[src/rtl/pss_pkg.sv]
// ----------------------------------------------------------------------------
// pss_pkg: shared types and codes of the process slot scheduler
// Slot status codes, command codes and the beat structs of both channels.
// ----------------------------------------------------------------------------
package pss_pkg;

    typedef enum logic [1:0] {
        ST_RUN     = 2'd0,
        ST_READY   = 2'd1,
        ST_BLOCKED = 2'd2,
        ST_EXIT    = 2'd3
    } status_t;

    typedef enum logic [2:0] {
        FN_SCHEDULE       = 3'd0,
        FN_EXIT           = 3'd1,
        FN_BLOCK          = 3'd2,
        FN_RUN            = 3'd3,
        FN_EXIT_TO_PARENT = 3'd4,
        FN_WAIT           = 3'd5,
        FN_FORK           = 3'd6,
        FN_START          = 3'd7
    } func_t;

    localparam logic [7:0] FORK_FAIL_CODE = 8'hFF;

    typedef struct packed {
        func_t      func;
        logic [2:0] slot;
        logic [7:0] value;
    } in_t;

    typedef struct packed {
        logic [2:0] current_slot;
        logic [7:0] result_value;
        logic       fork_failed;
    } out_t;

endpackage

[src/rtl/pss_table.sv]
// ----------------------------------------------------------------------------
// pss_table: one field of the slot table
// Single write port, one registered read port; per-entry valid bits make an
// entry that was never written read as the reset value.
// ----------------------------------------------------------------------------
module pss_table #(
    parameter int unsigned         DEPTH   = 8,
    parameter int unsigned         WIDTH   = 8,
    parameter int unsigned         AW      = 3,
    parameter logic [WIDTH-1:0]    RST_VAL = '0
) (
    input  logic             aclk,
    input  logic             aresetn,
    input  logic             wr_en,
    input  logic [AW-1:0]    wr_addr,
    input  logic [WIDTH-1:0] wr_data,
    input  logic [AW-1:0]    rd_addr,
    output logic [WIDTH-1:0] rd_data
);

    logic [WIDTH-1:0] mem_reg [DEPTH];
    logic [DEPTH-1:0] valid_reg;
    logic [WIDTH-1:0] rd_data_reg;
    logic             rd_valid_reg;

    always_ff @(posedge aclk) begin
        if (wr_en) begin
            mem_reg[wr_addr] <= wr_data;
        end
        rd_data_reg <= mem_reg[rd_addr];
    end

    always_ff @(posedge aclk) begin
        if (!aresetn) begin
            valid_reg    <= '0;
            rd_valid_reg <= 1'b0;
        end else begin
            if (wr_en) begin
                valid_reg[wr_addr] <= 1'b1;
            end
            rd_valid_reg <= valid_reg[rd_addr];
        end
    end

    // Unwritten entries read as reset value
    assign rd_data = rd_valid_reg ? rd_data_reg : RST_VAL;

endmodule

[src/rtl/process_slot_scheduler.sv]
// ----------------------------------------------------------------------------
// process_slot_scheduler: round-robin scheduler over a table of process slots
// Holds status, parent and mailbox per slot plus the current-slot pointer and
// executes one scheduler command per input beat.
// ----------------------------------------------------------------------------
// Usage:
//   s_valid/s_ready/s_data carry one command beat (func, slot, value);
//   m_valid/m_ready/m_data return one result beat per command (current slot
//   after the command, result byte, fork failure flag).
//   One command is in flight at a time; s_ready is high only while idle.
//   Exit, block, run and start update the tables directly; schedule and
//   fork scan the status table, exit_to_parent wakes the parent before its
//   scan, and wait reads the mailbox after its scan.
//   The schedule and fork scans walk the status table one slot per cycle
//   through its single registered read port, sharing one index incrementer.
//   The result sits in an output register, so the next command is taken
//   while a result waits; a finished command holds until that register is
//   free. A stalled receiver therefore stops the block after one command.
//   Reset (aresetn low, synchronous) marks every slot exited with parent 0
//   and mailbox 0, sets current to slot 0 and drops any pending result.
// ----------------------------------------------------------------------------
module process_slot_scheduler #(
    parameter int unsigned SLOTS = 8
) (
    input  logic          aclk,
    input  logic          aresetn,
    input  logic          s_valid,
    output logic          s_ready,
    input  pss_pkg::in_t  s_data,
    output logic          m_valid,
    input  logic          m_ready,
    output pss_pkg::out_t m_data
);

    localparam int unsigned IDX_W = $clog2(SLOTS);
    localparam int unsigned CNT_W = $clog2(SLOTS + 1);
    localparam logic [IDX_W-1:0] LAST_IDX = IDX_W'(SLOTS - 1);
    localparam logic [IDX_W-1:0] ONE_IDX  = IDX_W'(1);

    typedef enum logic [3:0] {
        S_IDLE,
        S_UPD,
        S_PAR_WR,
        S_START,
        S_SCAN,
        S_MB_RD,
        S_MB_DATA,
        S_FORK_WR,
        S_FORK_MB,
        S_FORK_FAIL,
        S_FINISH
    } state_t;

    state_t          state_reg, state_next;
    pss_pkg::func_t  func_reg, func_next;
    logic [2:0]      slot_reg, slot_next;
    logic [7:0]      value_reg, value_next;
    logic [IDX_W-1:0] cur_reg, cur_next;
    // scan pipeline: address to issue, issue count, read in flight
    logic [IDX_W-1:0] addr_reg, addr_next;
    logic [CNT_W-1:0] iss_reg, iss_next;
    logic             chk_vld_reg, chk_vld_next;
    logic [IDX_W-1:0] chk_idx_reg, chk_idx_next;
    logic             have_rdy_reg, have_rdy_next;
    logic [IDX_W-1:0] rdy_idx_reg, rdy_idx_next;
    logic [IDX_W-1:0] hit_idx_reg, hit_idx_next;
    logic [7:0]       res_reg, res_next;
    logic             fail_reg, fail_next;
    logic             m_valid_reg, m_valid_next;
    pss_pkg::out_t    m_data_reg, m_data_next;

    // table ports
    logic             st_we, par_we, mb_we;
    logic [IDX_W-1:0] st_wa, par_wa, mb_wa;
    logic [1:0]       st_wd, st_rd;
    logic [IDX_W-1:0] par_wd, par_rd;
    logic [7:0]       mb_wd, mb_rd;

    // shared index unit: step to the next slot, skipping slot 0 on wrap
    logic [IDX_W-1:0] nxt_in, nxt_out;
    logic             scan_init;
    pss_pkg::func_t   init_func;
    logic             is_sched, hit;
    logic [CNT_W-1:0] limit;

    assign nxt_in  = (state_reg == S_SCAN) ? addr_reg : cur_reg;
    assign nxt_out = (nxt_in >= LAST_IDX) ? ONE_IDX : nxt_in + ONE_IDX;

    pss_table #(
        .DEPTH(SLOTS), .WIDTH(2), .AW(IDX_W), .RST_VAL(pss_pkg::ST_EXIT)
    ) u_status (
        .aclk(aclk), .aresetn(aresetn),
        .wr_en(st_we), .wr_addr(st_wa), .wr_data(st_wd),
        .rd_addr(addr_reg), .rd_data(st_rd)
    );

    pss_table #(
        .DEPTH(SLOTS), .WIDTH(IDX_W), .AW(IDX_W), .RST_VAL('0)
    ) u_parent (
        .aclk(aclk), .aresetn(aresetn),
        .wr_en(par_we), .wr_addr(par_wa), .wr_data(par_wd),
        .rd_addr(cur_reg), .rd_data(par_rd)
    );

    pss_table #(
        .DEPTH(SLOTS), .WIDTH(8), .AW(IDX_W), .RST_VAL(8'h00)
    ) u_mailbox (
        .aclk(aclk), .aresetn(aresetn),
        .wr_en(mb_we), .wr_addr(mb_wa), .wr_data(mb_wd),
        .rd_addr(cur_reg), .rd_data(mb_rd)
    );

    assign is_sched = (func_reg != pss_pkg::FN_FORK);
    assign limit    = is_sched ? CNT_W'(SLOTS) : CNT_W'(SLOTS - 1);
    // schedule stops at the first running slot, fork at the first slot not running
    assign hit = chk_vld_reg &&
                 (is_sched ? (st_rd == pss_pkg::ST_RUN) : (st_rd != pss_pkg::ST_RUN));

    always_comb begin
        state_next    = state_reg;
        func_next     = func_reg;
        slot_next     = slot_reg;
        value_next    = value_reg;
        cur_next      = cur_reg;
        addr_next     = addr_reg;
        iss_next      = iss_reg;
        chk_vld_next  = chk_vld_reg;
        chk_idx_next  = chk_idx_reg;
        have_rdy_next = have_rdy_reg;
        rdy_idx_next  = rdy_idx_reg;
        hit_idx_next  = hit_idx_reg;
        res_next      = res_reg;
        fail_next     = fail_reg;
        m_valid_next  = m_valid_reg && !m_ready;
        m_data_next   = m_data_reg;
        scan_init     = 1'b0;
        init_func     = func_reg;
        st_we  = 1'b0; st_wa  = cur_reg; st_wd  = pss_pkg::ST_EXIT;
        par_we = 1'b0; par_wa = cur_reg; par_wd = '0;
        mb_we  = 1'b0; mb_wa  = cur_reg; mb_wd  = 8'h00;

        case (state_reg)
            S_IDLE: begin
                if (s_valid) begin
                    func_next  = s_data.func;
                    slot_next  = s_data.slot;
                    value_next = s_data.value;
                    res_next   = 8'h00;
                    fail_next  = 1'b0;
                    init_func  = s_data.func;
                    case (s_data.func)
                        pss_pkg::FN_SCHEDULE,
                        pss_pkg::FN_FORK: begin
                            state_next = S_SCAN;
                            scan_init  = 1'b1;
                        end
                        pss_pkg::FN_START: state_next = S_START;
                        default:           state_next = S_UPD;
                    endcase
                end
            end
            S_UPD: begin
                // set the current slot's status
                st_we = 1'b1;
                case (func_reg)
                    pss_pkg::FN_RUN: begin
                        st_wd      = pss_pkg::ST_RUN;
                        state_next = S_FINISH;
                    end
                    pss_pkg::FN_BLOCK: begin
                        st_wd      = pss_pkg::ST_BLOCKED;
                        state_next = S_FINISH;
                    end
                    pss_pkg::FN_WAIT: begin
                        st_wd      = pss_pkg::ST_BLOCKED;
                        state_next = S_SCAN;
                        scan_init  = 1'b1;
                    end
                    pss_pkg::FN_EXIT_TO_PARENT: begin
                        st_wd      = pss_pkg::ST_EXIT;
                        state_next = S_PAR_WR;
                    end
                    default: begin
                        st_wd      = pss_pkg::ST_EXIT;
                        state_next = S_FINISH;
                    end
                endcase
            end
            S_PAR_WR: begin
                // wake the parent and drop the value in its mailbox
                st_we = 1'b1; st_wa = par_rd; st_wd = pss_pkg::ST_READY;
                mb_we = 1'b1; mb_wa = par_rd; mb_wd = value_reg;
                state_next = S_SCAN;
                scan_init  = 1'b1;
            end
            S_START: begin
                if (32'(slot_reg) < SLOTS) begin
                    st_we  = 1'b1; st_wa  = IDX_W'(slot_reg); st_wd = pss_pkg::ST_RUN;
                    par_we = 1'b1; par_wa = IDX_W'(slot_reg); par_wd = '0;
                end
                state_next = S_FINISH;
            end
            S_SCAN: begin
                if (hit) begin
                    chk_vld_next = 1'b0;
                    if (is_sched) begin
                        cur_next   = chk_idx_reg;
                        state_next = (func_reg == pss_pkg::FN_WAIT) ? S_MB_RD : S_FINISH;
                    end else begin
                        hit_idx_next = chk_idx_reg;
                        state_next   = S_FORK_WR;
                    end
                end else begin
                    if (chk_vld_reg && is_sched && !have_rdy_reg &&
                        st_rd == pss_pkg::ST_READY) begin
                        have_rdy_next = 1'b1;
                        rdy_idx_next  = chk_idx_reg;
                    end
                    if (iss_reg != limit) begin
                        chk_vld_next = 1'b1;
                        chk_idx_next = addr_reg;
                        addr_next    = nxt_out;
                        iss_next     = iss_reg + CNT_W'(1);
                    end else begin
                        chk_vld_next = 1'b0;
                        if (!chk_vld_reg) begin
                            if (is_sched) begin
                                cur_next   = have_rdy_reg ? rdy_idx_reg : '0;
                                state_next = (func_reg == pss_pkg::FN_WAIT) ?
                                             S_MB_RD : S_FINISH;
                            end else begin
                                state_next = S_FORK_FAIL;
                            end
                        end
                    end
                end
            end
            S_MB_RD: state_next = S_MB_DATA;
            S_MB_DATA: begin
                res_next   = mb_rd;
                state_next = S_FINISH;
            end
            S_FORK_WR: begin
                st_we  = 1'b1; st_wa  = hit_idx_reg; st_wd  = pss_pkg::ST_READY;
                par_we = 1'b1; par_wa = hit_idx_reg; par_wd = cur_reg;
                mb_we  = 1'b1; mb_wa  = hit_idx_reg; mb_wd  = 8'h00;
                if (hit_idx_reg != cur_reg) begin
                    res_next   = 8'(hit_idx_reg);
                    state_next = S_FORK_MB;
                end else begin
                    state_next = S_FINISH;
                end
            end
            S_FORK_MB: begin
                mb_we = 1'b1; mb_wa = cur_reg; mb_wd = 8'(hit_idx_reg);
                state_next = S_FINISH;
            end
            S_FORK_FAIL: begin
                mb_we = 1'b1; mb_wa = cur_reg; mb_wd = pss_pkg::FORK_FAIL_CODE;
                res_next   = pss_pkg::FORK_FAIL_CODE;
                fail_next  = 1'b1;
                state_next = S_FINISH;
            end
            S_FINISH: begin
                // hold until the output register is free
                if (!m_valid_reg || m_ready) begin
                    m_valid_next             = 1'b1;
                    m_data_next.current_slot = 3'(cur_reg);
                    m_data_next.result_value = res_reg;
                    m_data_next.fork_failed  = fail_reg;
                    state_next               = S_IDLE;
                end
            end
            default: state_next = S_IDLE;
        endcase

        // start a scan: schedule begins after current, fork at slot 1
        if (scan_init) begin
            addr_next     = (init_func == pss_pkg::FN_FORK) ? ONE_IDX : nxt_out;
            iss_next      = '0;
            chk_vld_next  = 1'b0;
            have_rdy_next = 1'b0;
        end
    end

    always_ff @(posedge aclk) begin
        if (!aresetn) begin
            state_reg   <= S_IDLE;
            cur_reg     <= '0;
            m_valid_reg <= 1'b0;
            chk_vld_reg <= 1'b0;
        end else begin
            state_reg   <= state_next;
            cur_reg     <= cur_next;
            m_valid_reg <= m_valid_next;
            chk_vld_reg <= chk_vld_next;
        end
        func_reg     <= func_next;
        slot_reg     <= slot_next;
        value_reg    <= value_next;
        addr_reg     <= addr_next;
        iss_reg      <= iss_next;
        chk_idx_reg  <= chk_idx_next;
        have_rdy_reg <= have_rdy_next;
        rdy_idx_reg  <= rdy_idx_next;
        hit_idx_reg  <= hit_idx_next;
        res_reg      <= res_next;
        fail_reg     <= fail_next;
        m_data_reg   <= m_data_next;
    end

    assign s_ready = (state_reg == S_IDLE);
    assign m_valid = m_valid_reg;
    assign m_data  = m_data_reg;

endmodule

[config.mk]
export PLATFORM = sky130hd
export DESIGN_NAME = process_slot_scheduler
export DESIGN_NICKNAME = d
export VERILOG_FILES = /design/src/rtl/pss_pkg.sv /design/src/rtl/pss_table.sv /design/src/rtl/process_slot_scheduler.sv
export SDC_FILE = /design/constraint.sdc
export NUM_CORES = 1
export LEC_CHECK = 0
export BUFFER_PORTS_ARGS = -buffer_cell sky130_fd_sc_hd__clkbuf_2
export CORE_MARGIN = 2
export CORE_UTILIZATION = 55
export DETAILED_ROUTE_END_ITERATION = 7
export GPL_ROUTABILITY_DRIVEN = 0
export HOLD_SLACK_MARGIN = 0.06
export PLACE_DENSITY = 0.72
export SETUP_SLACK_MARGIN = 0.02
export SLEW_MARGIN = 30
export SYNTH_ARGS = -nofsm -noshare
export SYNTH_HDL_FRONTEND = slang
export SYNTH_SLANG_ARGS = --single-unit
[constraint.sdc]
create_clock -name aclk -period 6.46 [get_ports aclk]
set_input_delay 0.969 -clock aclk [delete_from_list [all_inputs] [get_ports aclk]]
set_output_delay 0.969 -clock aclk [all_outputs]
set_load 0.01 [all_outputs]
==> results of run 1 <==
[placed cells by master (no fill, tap or decap), types with 11 or more instances in the layout]
| cell | n |
|---|---|
| sky130_fd_sc_hd__a21o_1 | 12 |
| sky130_fd_sc_hd__clkbuf_2 | 31 |
| sky130_fd_sc_hd__clkbuf_16 | 21 |
| sky130_fd_sc_hd__a21oi_1 | 11 |
| sky130_fd_sc_hd__o21ai_0 | 15 |
| sky130_fd_sc_hd__mux4_2 | 32 |
| sky130_fd_sc_hd__dfxtp_1 | 55 |
| sky130_fd_sc_hd__nand2_1 | 71 |
| sky130_fd_sc_hd__nor2_1 | 52 |
| sky130_fd_sc_hd__nand3_1 | 12 |
| sky130_fd_sc_hd__edfxtp_1 | 148 |
[worst max-delay path: stages (launching register included)]
cell                      delay [ns]
sky130_fd_sc_hd__dfxtp_1        0.87
sky130_fd_sc_hd__nor4b_2        0.88
sky130_fd_sc_hd__nand3_1        0.35
sky130_fd_sc_hd__a32oi_1        0.34
sky130_fd_sc_hd__nor2b_1        0.74
[through the flow]
| stage | setup slack, ns | instance area [um2] | util (%) | power [mW] | hold slack, ns |
|---|---|---|---|---|---|
| CTS | 3.01 | 9310 | 61.9 | 3.58 | 0.418 |
| global placement | 3.31 | 8690 | 57.8 | 2.45 | 0.404 |
| finish | 2.88 | 9310 | 62.0 | 3.58 | 0.416 |
| global route | 2.73 | 9310 | 62.0 | 3.73 | 0.425 |
| detailed placement | 3.07 | 8690 | 57.8 | 2.48 | 0.405 |
| floorplan | 3.97 | 8380 | - | 2.27 | 0.400 |
[cell type report]
type	instances	share of cell area, %
Clock buffer	27	5.99
Clock inverter	9	0.712
Multi-Input combinational cell	348	28.2
Timing Repair Buffer	37	2.15
Tap cell	188	2.53
Inverter	11	0.443
Sequential cell	205	60.0
[how the worst max path moves through the flow]
| stage | slack [ns] | endpoint | from | depth (start not counted) |
|---|---|---|---|---|
| floorplan | 3.97 | u_mailbox.mem_reg[4][0] | state_reg[3] | 5 |
| global placement | 3.31 | u_mailbox.mem_reg[3][6] | state_reg[1] | 4 |
| detailed placement | 3.07 | u_mailbox.mem_reg[3][3] | state_reg[1] | 4 |
| CTS | 3.01 | u_mailbox.mem_reg[3][7] | state_reg[1] | 4 |
| global route | 2.73 | u_mailbox.mem_reg[3][0] | state_reg[1] | 4 |
| finish | 2.88 | u_mailbox.mem_reg[3][7] | state_reg[1] | 4 |
[logic make-up (layout without fill, tap and decap cells)]
group,Yosys count,in the layout
AO/OA/AOI/OAI,98,98
XOR/XNOR,7,7
adder cells (fa/ha/maj),3,3
buffers and inverters,44,84
flip-flops,205,205
multiplexers,45,45
AND/OR/NAND/NOR,195,195
[per-layer routing]
layer / global-route usage [%] / up-vias / share of wire (%)
li1: - / 2321 / -
met1: 30.1 / 2557 / 41
met2: 36.9 / 262 / 49
met3: 3.85 / 37 / 7.7
met4: 6.40 / 0 / 1.9
met5: 0 / - / 0
[where the power goes]
group          switching (mW)  total (mW)  internal [mW]
Combinational           0.391       0.644          0.253
Clock                   0.464        1.11          0.646
Sequential              0.171        1.82           1.65
Total                    1.02        3.58           2.55
==> reports/qor.yml, run 1 <==
min_path_cells: 0
fin_skew_ns: 0.00667
synthDistinctLibCells: 63
synthCells: 597
worstHoldEndpoint: "m_data[8]"
regToRegStartpoint: "state_reg[1]"
layout_worst_path_cycle_share_pct: 55.4
detailroute.via_count: 5177
cts.sink_count: 205
worstHoldPathType: "reg2reg"
fin_cells: 825
arrival_ns: 3.68
clk_path_buf_depth: 3
dp.cells: 789
synth_top_family_by_area: "simple AND/OR/NAND/NOR gates"
finalNetCount: 645
cts_tree: "done"
dpl.hpwl_um: 11500
worst_r2r_path_depth: 4
yosys-mux-area-fraction_pct: 10.2
h_tree_lvl_count: 1
tightest_slew_ns: 0.956
floorplan.initialDensity_pct: 55.7
drt_pre_antenna_iters: 6
maxSlewViolCount: 0
number_of_flops_mapped_to_enable_cells_by_yosys: 148
final_worst_path_period_need_ns: 3.58
max_freq_mhz: 279
synth-xor-area-share_pct: 0.821
first_iter_violations: 529
crit_path_end_kind: "register"
yosys.area_share.adder_pct: 0.448
min-delay-start: "res_reg[7]"
post-cts-setup-buffers: 0
multi_input_area_um2: 2630
grt.total_usage_pct: 22.1
io-pin-count: 32
syn_area_per_cell_um2: 14.0
area_growth_pct: 11.2
cts-resized-gates: 0
synth-main-ff-cell: "sky130_fd_sc_hd__edfxtp_1"
mappedNetlistNets: 618
wire_length_of_the_first_global_routing_pass_um: 27700
setup_viol: 0
timing.slew.headroom_pct: 36.2
p_per_area_nw_per_um2: 384
dominant_cell_by_count_in_the_synthesized_netlist: "sky130_fd_sc_hd__edfxtp_1"
cts-root-buf: "sky130_fd_sc_hd__clkbuf_16"
worstSkewPairLatency_ns: 0.48
overall_die_height_um: 127
post_synth_design_cell_area_um2: 8380
reported_leakage_power_nw: 3.21
core_area_um2: 15000
report.final.hold_viol_count: 0
seqCellArea_um2: 5590
regToRegEndpoint: "u_mailbox.mem_reg[3][7]"
largest_register_ff_count: 64
setup.worst_path.class: "reg2reg"
timing.max_cap.violations: 0
worstPathMaxFanout: 23
drc: 0
synth_top_area_cell: "sky130_fd_sc_hd__edfxtp_1"
post_synth_simple_gate_area_pct: 11.6
rsz_0062_raised_after_global_routing: "false"
status: "complete, no violations"
gr-total-overflow: 0
clk_transition_reported_paths_ns: 0.06
area_of_the_die_um2: 16200
vdd.ir_drop.worst_v: 0.000207
ys_ff_latch: 205
fp.dieW_um: 127
worst_ep_required_time_ns: 6.56
worstSetupStartpointType: "register"
synthesis.yosys.warnings: 0
cts_hold_buffers: 0
diodes: 0
fill_cells: 1106
drt-total-wl_um: 17500
netlist_top_cells_area: "sky130_fd_sc_hd__edfxtp_1 (53%), sky130_fd_sc_hd__dfxtp_1 (14%), sky130_fd_sc_hd__mux4_2 (8.6%)"
timing.setup.tns_ns: 0
first_global_vias: 5172
synthTopCellsByCount: "sky130_fd_sc_hd__edfxtp_1 (148), sky130_fd_sc_hd__nand2_1 (71), sky130_fd_sc_hd__dfxtp_1 (57)"
avgRoutedWirePerCell_um: 21.2
tritoncts_buffer_count: 21
antenna_violations_before_repair: 0
r2r_setup_slack_ns: 2.88
async_flop_share_pct: 0
ant_nets: 0
grt_max_degree: 37
layout_cells_sized_above_1_pct: 18.5
rows: 45
place.port_buffers: 31
synth_compound_area_share_pct: 8.09
synth_largest_type_area_fraction_pct: 53.0
synth_seq_area_share_pct: 66.7
viasPerCell: 6.28
(Power assumes the default switching activity.)
==> run 2, diff against run 1 <==
Settings changed: PLACE_DENSITY 0.72 to 0.75.
Clock period 6.46 ns to 3.1 ns, I/O delays scaled along.
==> reports/qor.yml, run 2 (same netlist as run 1, synthesis figures left out) <==
status: "complete, no violations"
worstSetupStartpointType: "register"
dpl.hpwl_um: 11900  # +3.0%
clk_transition_reported_paths_ns: 0.06  # about the same
max_freq_mhz: 373  # +33%
ant_nets: 0  # unchanged
worstPathMaxFanout: 17  # -26%
layout_worst_path_cycle_share_pct: 86.6  # +31 points
grt.total_usage_pct: 22.2  # +0.13 points
cts-resized-gates: 0  # unchanged
first_iter_violations: 541  # +2.3%
diodes: 0  # unchanged
tritoncts_buffer_count: 22  # +4.8%
grt_max_degree: 36  # -2.7%
largest_register_ff_count: 64  # unchanged
fill_cells: 1068  # -3.4%
h_tree_lvl_count: 1  # unchanged
rows: 45  # unchanged
wire_length_of_the_first_global_routing_pass_um: 27900  # +0.70%
worst_r2r_path_depth: 6  # +2
maxSlewViolCount: 0  # unchanged
cts.sink_count: 205  # unchanged
layout_commonest_cell: "sky130_fd_sc_hd__edfxtp_1"
min_path_cells: 1  # +1
avgRoutedWirePerCell_um: 21.0  # -0.70%
area_growth_pct: 13.8
cts_hold_buffers: 0  # unchanged
finalNetCount: 663  # +2.8%
cts-root-buf: "sky130_fd_sc_hd__clkbuf_16"
layout_cells_sized_above_1_pct: 20.9  # +2.3 points
layout.core_utilization_pct: 63.4  # +1.4 points
timing.slew.headroom_pct: 44.9  # +8.8 points
viasPerCell: 6.19  # -1.4%
report.final.hold_viol_count: 0  # unchanged
first_global_vias: 5174  # +0.039%
post-cts-setup-buffers: 0  # unchanged
vdd.ir_drop.worst_v: 0.000477  # +130%
setup_viol: 0  # unchanged
io-pin-count: 32  # unchanged
worstSkewPairLatency_ns: 0.51  # +0.03 ns
clk_path_buf_depth: 3  # unchanged
detailroute.via_count: 5228  # +0.99%
highest_count_cells_in_the_layout_ignoring_fill_and_taps: "sky130_fd_sc_hd__edfxtp_1 (148), sky130_fd_sc_hd__nand2_1 (71), sky130_fd_sc_hd__dfxtp_1 (56), sky130_fd_sc_hd__nor2_1 (53), sky130_fd_sc_hd__mux4_2 (32)"
final_worst_path_period_need_ns: 2.68  # -0.895 ns
fin_skew_ns: 0.0115  # +0.00480 ns
area_of_the_die_um2: 16200  # unchanged
worstHoldPathType: "in2reg"
setup.worst_path.class: "reg2reg"
fp.dieW_um: 127  # unchanged
gr-total-overflow: 0  # unchanged
timing.setup.tns_ns: 0  # unchanged
cts_tree: "done"
dpl_cell_area_um2: 8810  # +1.5%
crit_path_end_kind: "register"
overall_die_height_um: 127  # unchanged
place.port_buffers: 31  # unchanged
drc: 0  # unchanged
drt_pre_antenna_iters: 5  # -1
antenna_violations_before_repair: 0  # unchanged
reported_leakage_power_nw: 3.34  # +4.1%
fin_worst_hold_slack_ns: 0.131  # -0.285 ns
p_per_area_nw_per_um2: 812  # +110%
drt-total-wl_um: 17800  # +1.7%
timing.max_cap.violations: 0  # unchanged
worst_ep_required_time_ns: 3.30  # -3.26 ns
final_area_um2: 9530  # +2.3%
tightest_slew_ns: 0.824  # -0.132 ns
floorplan.initialDensity_pct: 55.7  # unchanged
arrival_ns: 2.88  # -0.80 ns
core_area_um2: 15000  # unchanged
rsz_0062_raised_after_global_routing: "false"
[run 2: final timing paths]
| path | slack (ns) | start | end |
|---|---|---|---|
| min reg2reg | 0.42 | res_reg[5] | m_data[6] |
| max | 0.42 | state_reg[2] | u_status.mem_reg[3][1] |
| min | 0.13 | s_data[9] | slot_reg[1] |
| max reg2reg | 0.42 | state_reg[2] | u_status.mem_reg[3][1] |
[run 2: critical path: stages, from the launching register on]
cell and delay (ns):
sky130_fd_sc_hd__dfxtp_1 0.69, sky130_fd_sc_hd__buf_4 0.27, sky130_fd_sc_hd__mux2i_1 0.33, sky130_fd_sc_hd__nor2_1 0.11, sky130_fd_sc_hd__a211oi_1 0.56, sky130_fd_sc_hd__nand2_1 0.20, sky130_fd_sc_hd__nor2_1 0.21
[run 2: final cells by class]
cell class / instances / area (um2) / area share (%)
flip-flops and latches: 205 / 5590 / 58.6
multi-input cells: 348 / 2620 / 27.5
clock buffers: 28 / 603 / 6.33
repair buffers: 54 / 328 / 3.44
well taps: 188 / 235 / 2.47
clock inverters: 11 / 115 / 1.21
inverters: 11 / 41.3 / 0.433
[run 2: where the power goes]
group / switching [mW] / internal (mW) / leakage, nW / total (mW)
combinational: 0.867 / 0.583 / 1.21 / 1.45
sequential: 0.283 / 3.44 / 1.77 / 3.73
clock: 1.02 / 1.54 / 0.353 / 2.56
total: 2.17 / 5.57 / 3.34 / 7.74
[run 2: metal layers]
layer,wire length [um],global-route usage (%),vias up
met3,1780,4.36,25
met4,267,5.56,0
li1,-,-,2362
met1,7060,30.6,2585
met2,8650,36.9,256
met5,0,0,-
[run 2: stage by stage]
stage / total power, mW / worst slack (ns) / std cells
after global routing: 8.05 / 0.272 / 845
final: 7.74 / 0.417 / 845
after detailed placement: 5.20 / 0.505 / 806
after global placement: 5.13 / 0.654 / 806
after CTS: 7.75 / 0.465 / 845
after floorplan: 4.73 / 0.609 / 597
==> run 3, diff against run 2 <==
Settings changed: CTS_BUF_LIST from default to sky130_fd_sc_hd__clkbuf_2.
==> reports/qor.yml, run 3 (same netlist as run 1, synthesis figures left out) <==
r2r_setup_slack_ns: 0.35  # -0.07 ns
rsz_0062_raised_after_global_routing: "false"
first_global_vias: 5340  # +3.2%
worstSetupStartpointType: "register"
pwr-share-seq_pct: 53.7  # +5.5 points
report.final.hold_viol_count: 0  # unchanged
cts_tree: "done"
finalNetCount: 706  # +6.5%
power.share.switching_pct: 31.3  # +3.3 points
slowest_stage_cell_on_the_critical_path: "sky130_fd_sc_hd__dfxtp_1"
drt_pre_antenna_iters: 5  # unchanged
timing.setup.tns_ns: 0  # unchanged
maxSlewViolCount: 0  # unchanged
wire_length_of_the_first_global_routing_pass_um: 28000  # +0.22%
layout_commonest_cell: "sky130_fd_sc_hd__edfxtp_1"
overall_die_height_um: 127  # unchanged
status: "complete, no violations"
dpl.hpwl_um: 11900  # unchanged
crit_chain: "buf_4, mux2i_1, nor2_1, a211oi_1, nand2_1, nor2_1"
worst_ep_required_time_ns: 3.56  # +0.26 ns
path_common_cell: "sky130_fd_sc_hd__nor2_1"
setup_viol: 0  # unchanged
drc: 0  # unchanged
ant_nets: 0  # unchanged
worstSkewPairLatency_ns: 0.81  # +0.30 ns
intPower_mw: 4.75  # -15%
timing.slew.headroom_pct: 45.1  # +0.12 points
timing.max_cap.violations: 0  # unchanged
clk_path_buf_depth: 3  # unchanged
area_growth_pct: 12.6
detailroute.via_count: 5439  # +4.0%
critPathLaunch: "state_reg[2]"
switchingPower_mw: 2.16  # -0.26%
reported_leakage_power_nw: 3.42  # +2.5%
core_area_um2: 15000  # unchanged
p_clk_share_pct: 25.2  # -7.9 points
regToRegStartpoint: "state_reg[2]"
tightest_slew_ns: 0.822  # -0.00180 ns
worst_r2r_path_depth: 6  # unchanged
grt_max_degree: 36  # unchanged
finalWorstSetupSlack_ns: 0.348  # -0.0685 ns
regToRegEndpoint: "u_status.mem_reg[3][0]"
pre_cts_ws_ns: 0.505  # unchanged
avgRoutedWirePerCell_um: 19.3  # -8.0%
largest_register_ff_count: 64  # unchanged
arrival_ns: 3.22  # +0.34 ns
drt-total-wl_um: 17700  # -0.23%
floorplan.initialDensity_pct: 55.7  # unchanged
cp-endpoint: "u_status.mem_reg[3][0]"
highest_count_cells_in_the_layout_ignoring_fill_and_taps: "sky130_fd_sc_hd__edfxtp_1 (148), sky130_fd_sc_hd__clkbuf_2 (117), sky130_fd_sc_hd__nand2_1 (71), sky130_fd_sc_hd__dfxtp_1 (56), sky130_fd_sc_hd__nor2_1 (53)"
cts.sink_count: 205  # unchanged
layout_cells_sized_above_1_pct: 26.7  # +5.8 points
grt.total_usage_pct: 22.5  # +0.32 points
clk_transition_reported_paths_ns: 0.11  # +0.05 ns
worst-path-stages: 6  # unchanged
worstPathMaxFanout: 17  # unchanged
p_per_area_nw_per_um2: 733  # -9.7%
critPathTopFamily: "flip-flops"
cp_slowest_stage_delay_ns: 0.72  # +0.03 ns
first_iter_violations: 438  # -19%
layout_worst_path_cycle_share_pct: 88.8  # +2.2 points
max_freq_mhz: 363  # -2.5%
h_tree_lvl_count: 2  # +1
fp.dieW_um: 127  # unchanged
area_of_the_die_um2: 16200  # unchanged
cts-root-buf: "sky130_fd_sc_hd__clkbuf_2"
relative_contribution_of_combinational_cells_to_total_power_pct: 21.1  # +2.4 points
min_path_cells: 3  # +2
gr-total-overflow: 0  # unchanged
worstHoldPathType: "in2reg"
place.port_buffers: 31  # unchanged
crit_path_end_kind: "register"
final_worst_path_period_need_ns: 2.75  # +0.0685 ns
tritoncts_buffer_count: 50  # +130%
io-pin-count: 32  # unchanged
setup.worst_path.class: "reg2reg"
vdd.ir_drop.worst_v: 0.000324  # -32%
layout.core_utilization_pct: 62.7  # -0.67 points
fin_skew_ns: 0.0629  # +0.0514 ns
viasPerCell: 5.94  # -4.0%
rows: 45  # unchanged
antenna_violations_before_repair: 2  # +2
worst-path-buf-inv: 1  # unchanged
cts-resized-gates: 0  # unchanged
-- run 3: worst min path at each step --
| stage | start | to | slack, ns |
|---|---|---|---|
| 6_report | aresetn | u_mailbox.valid_reg[0] | 0.16 |
| 5_1_grt | aresetn | u_mailbox.valid_reg[0] | 0.1 |
| 4_1_cts | aresetn | u_mailbox.valid_reg[0] | 0.08 |
| 3_5_place_dp | res_reg[4] | m_data[5] | 0.41 |
| 3_3_place_gp | res_reg[0] | m_data[1] | 0.41 |
| 2_1_floorplan | fail_reg | m_data[0] | 0.40 |
-- run 3: power by group through the flow --
| stage | Combinational, mW | Sequential (mW) | Clock, mW |
|---|---|---|---|
| after floorplan | 1.13 | 3.61 | 0 |
| after global placement | 1.38 | 3.76 | 0 |
| after detailed placement | 1.43 | 3.77 | 0 |
| after CTS | 1.45 | 3.71 | 1.80 |
| after global routing | 1.61 | 3.75 | 1.93 |
| final | 1.46 | 3.71 | 1.74 |
-- run 3: layout make-up --
class / instances / area [um2]
diodes: 1 / 2.50
clock buffers: 86 / 430
clock inverters: 8 / 35.0
fillers: 1117 / 5600
inverters: 11 / 41.3
multi-input cells: 348 / 2620
flip-flops and latches: 205 / 5590
well taps: 188 / 235
repair buffers: 69 / 478
-- run 3: what timing repair did --
action,in CTS,in global routing
setup buffers,0,0
hold endpoints to repair,16,0
hold buffers,15,0
-- run 3: per-layer routing --
metal	track usage [%]	wire [um]	vias to the layer above
li1	-	-	2485
met1	29.4	7200	2677
met2	36.4	8530	250
met3	6.74	1760	27
met4	7.63	218	0
met5	0	0	-
-- run 3: worst register-to-register path: stages, from the launching register on --
cell and delay (ns):
sky130_fd_sc_hd__dfxtp_1 0.72, sky130_fd_sc_hd__buf_4 0.28, sky130_fd_sc_hd__mux2i_1 0.32, sky130_fd_sc_hd__nor2_1 0.11, sky130_fd_sc_hd__a211oi_1 0.60, sky130_fd_sc_hd__nand2_1 0.21, sky130_fd_sc_hd__nor2_1 0.21
-- run 3: stage by stage --
step           cell area, um2  total power, mW  hold slack [ns]  instances
3_3_place_gp             8810             5.13            0.408        806
5_1_grt                  9430             7.29           0.0970        916
4_1_cts                  9430             6.96           0.0801        915
6_report                 9430             6.91            0.164        916
3_5_place_dp             8810             5.20            0.410        806
2_1_floorplan            8380             4.73            0.400        597
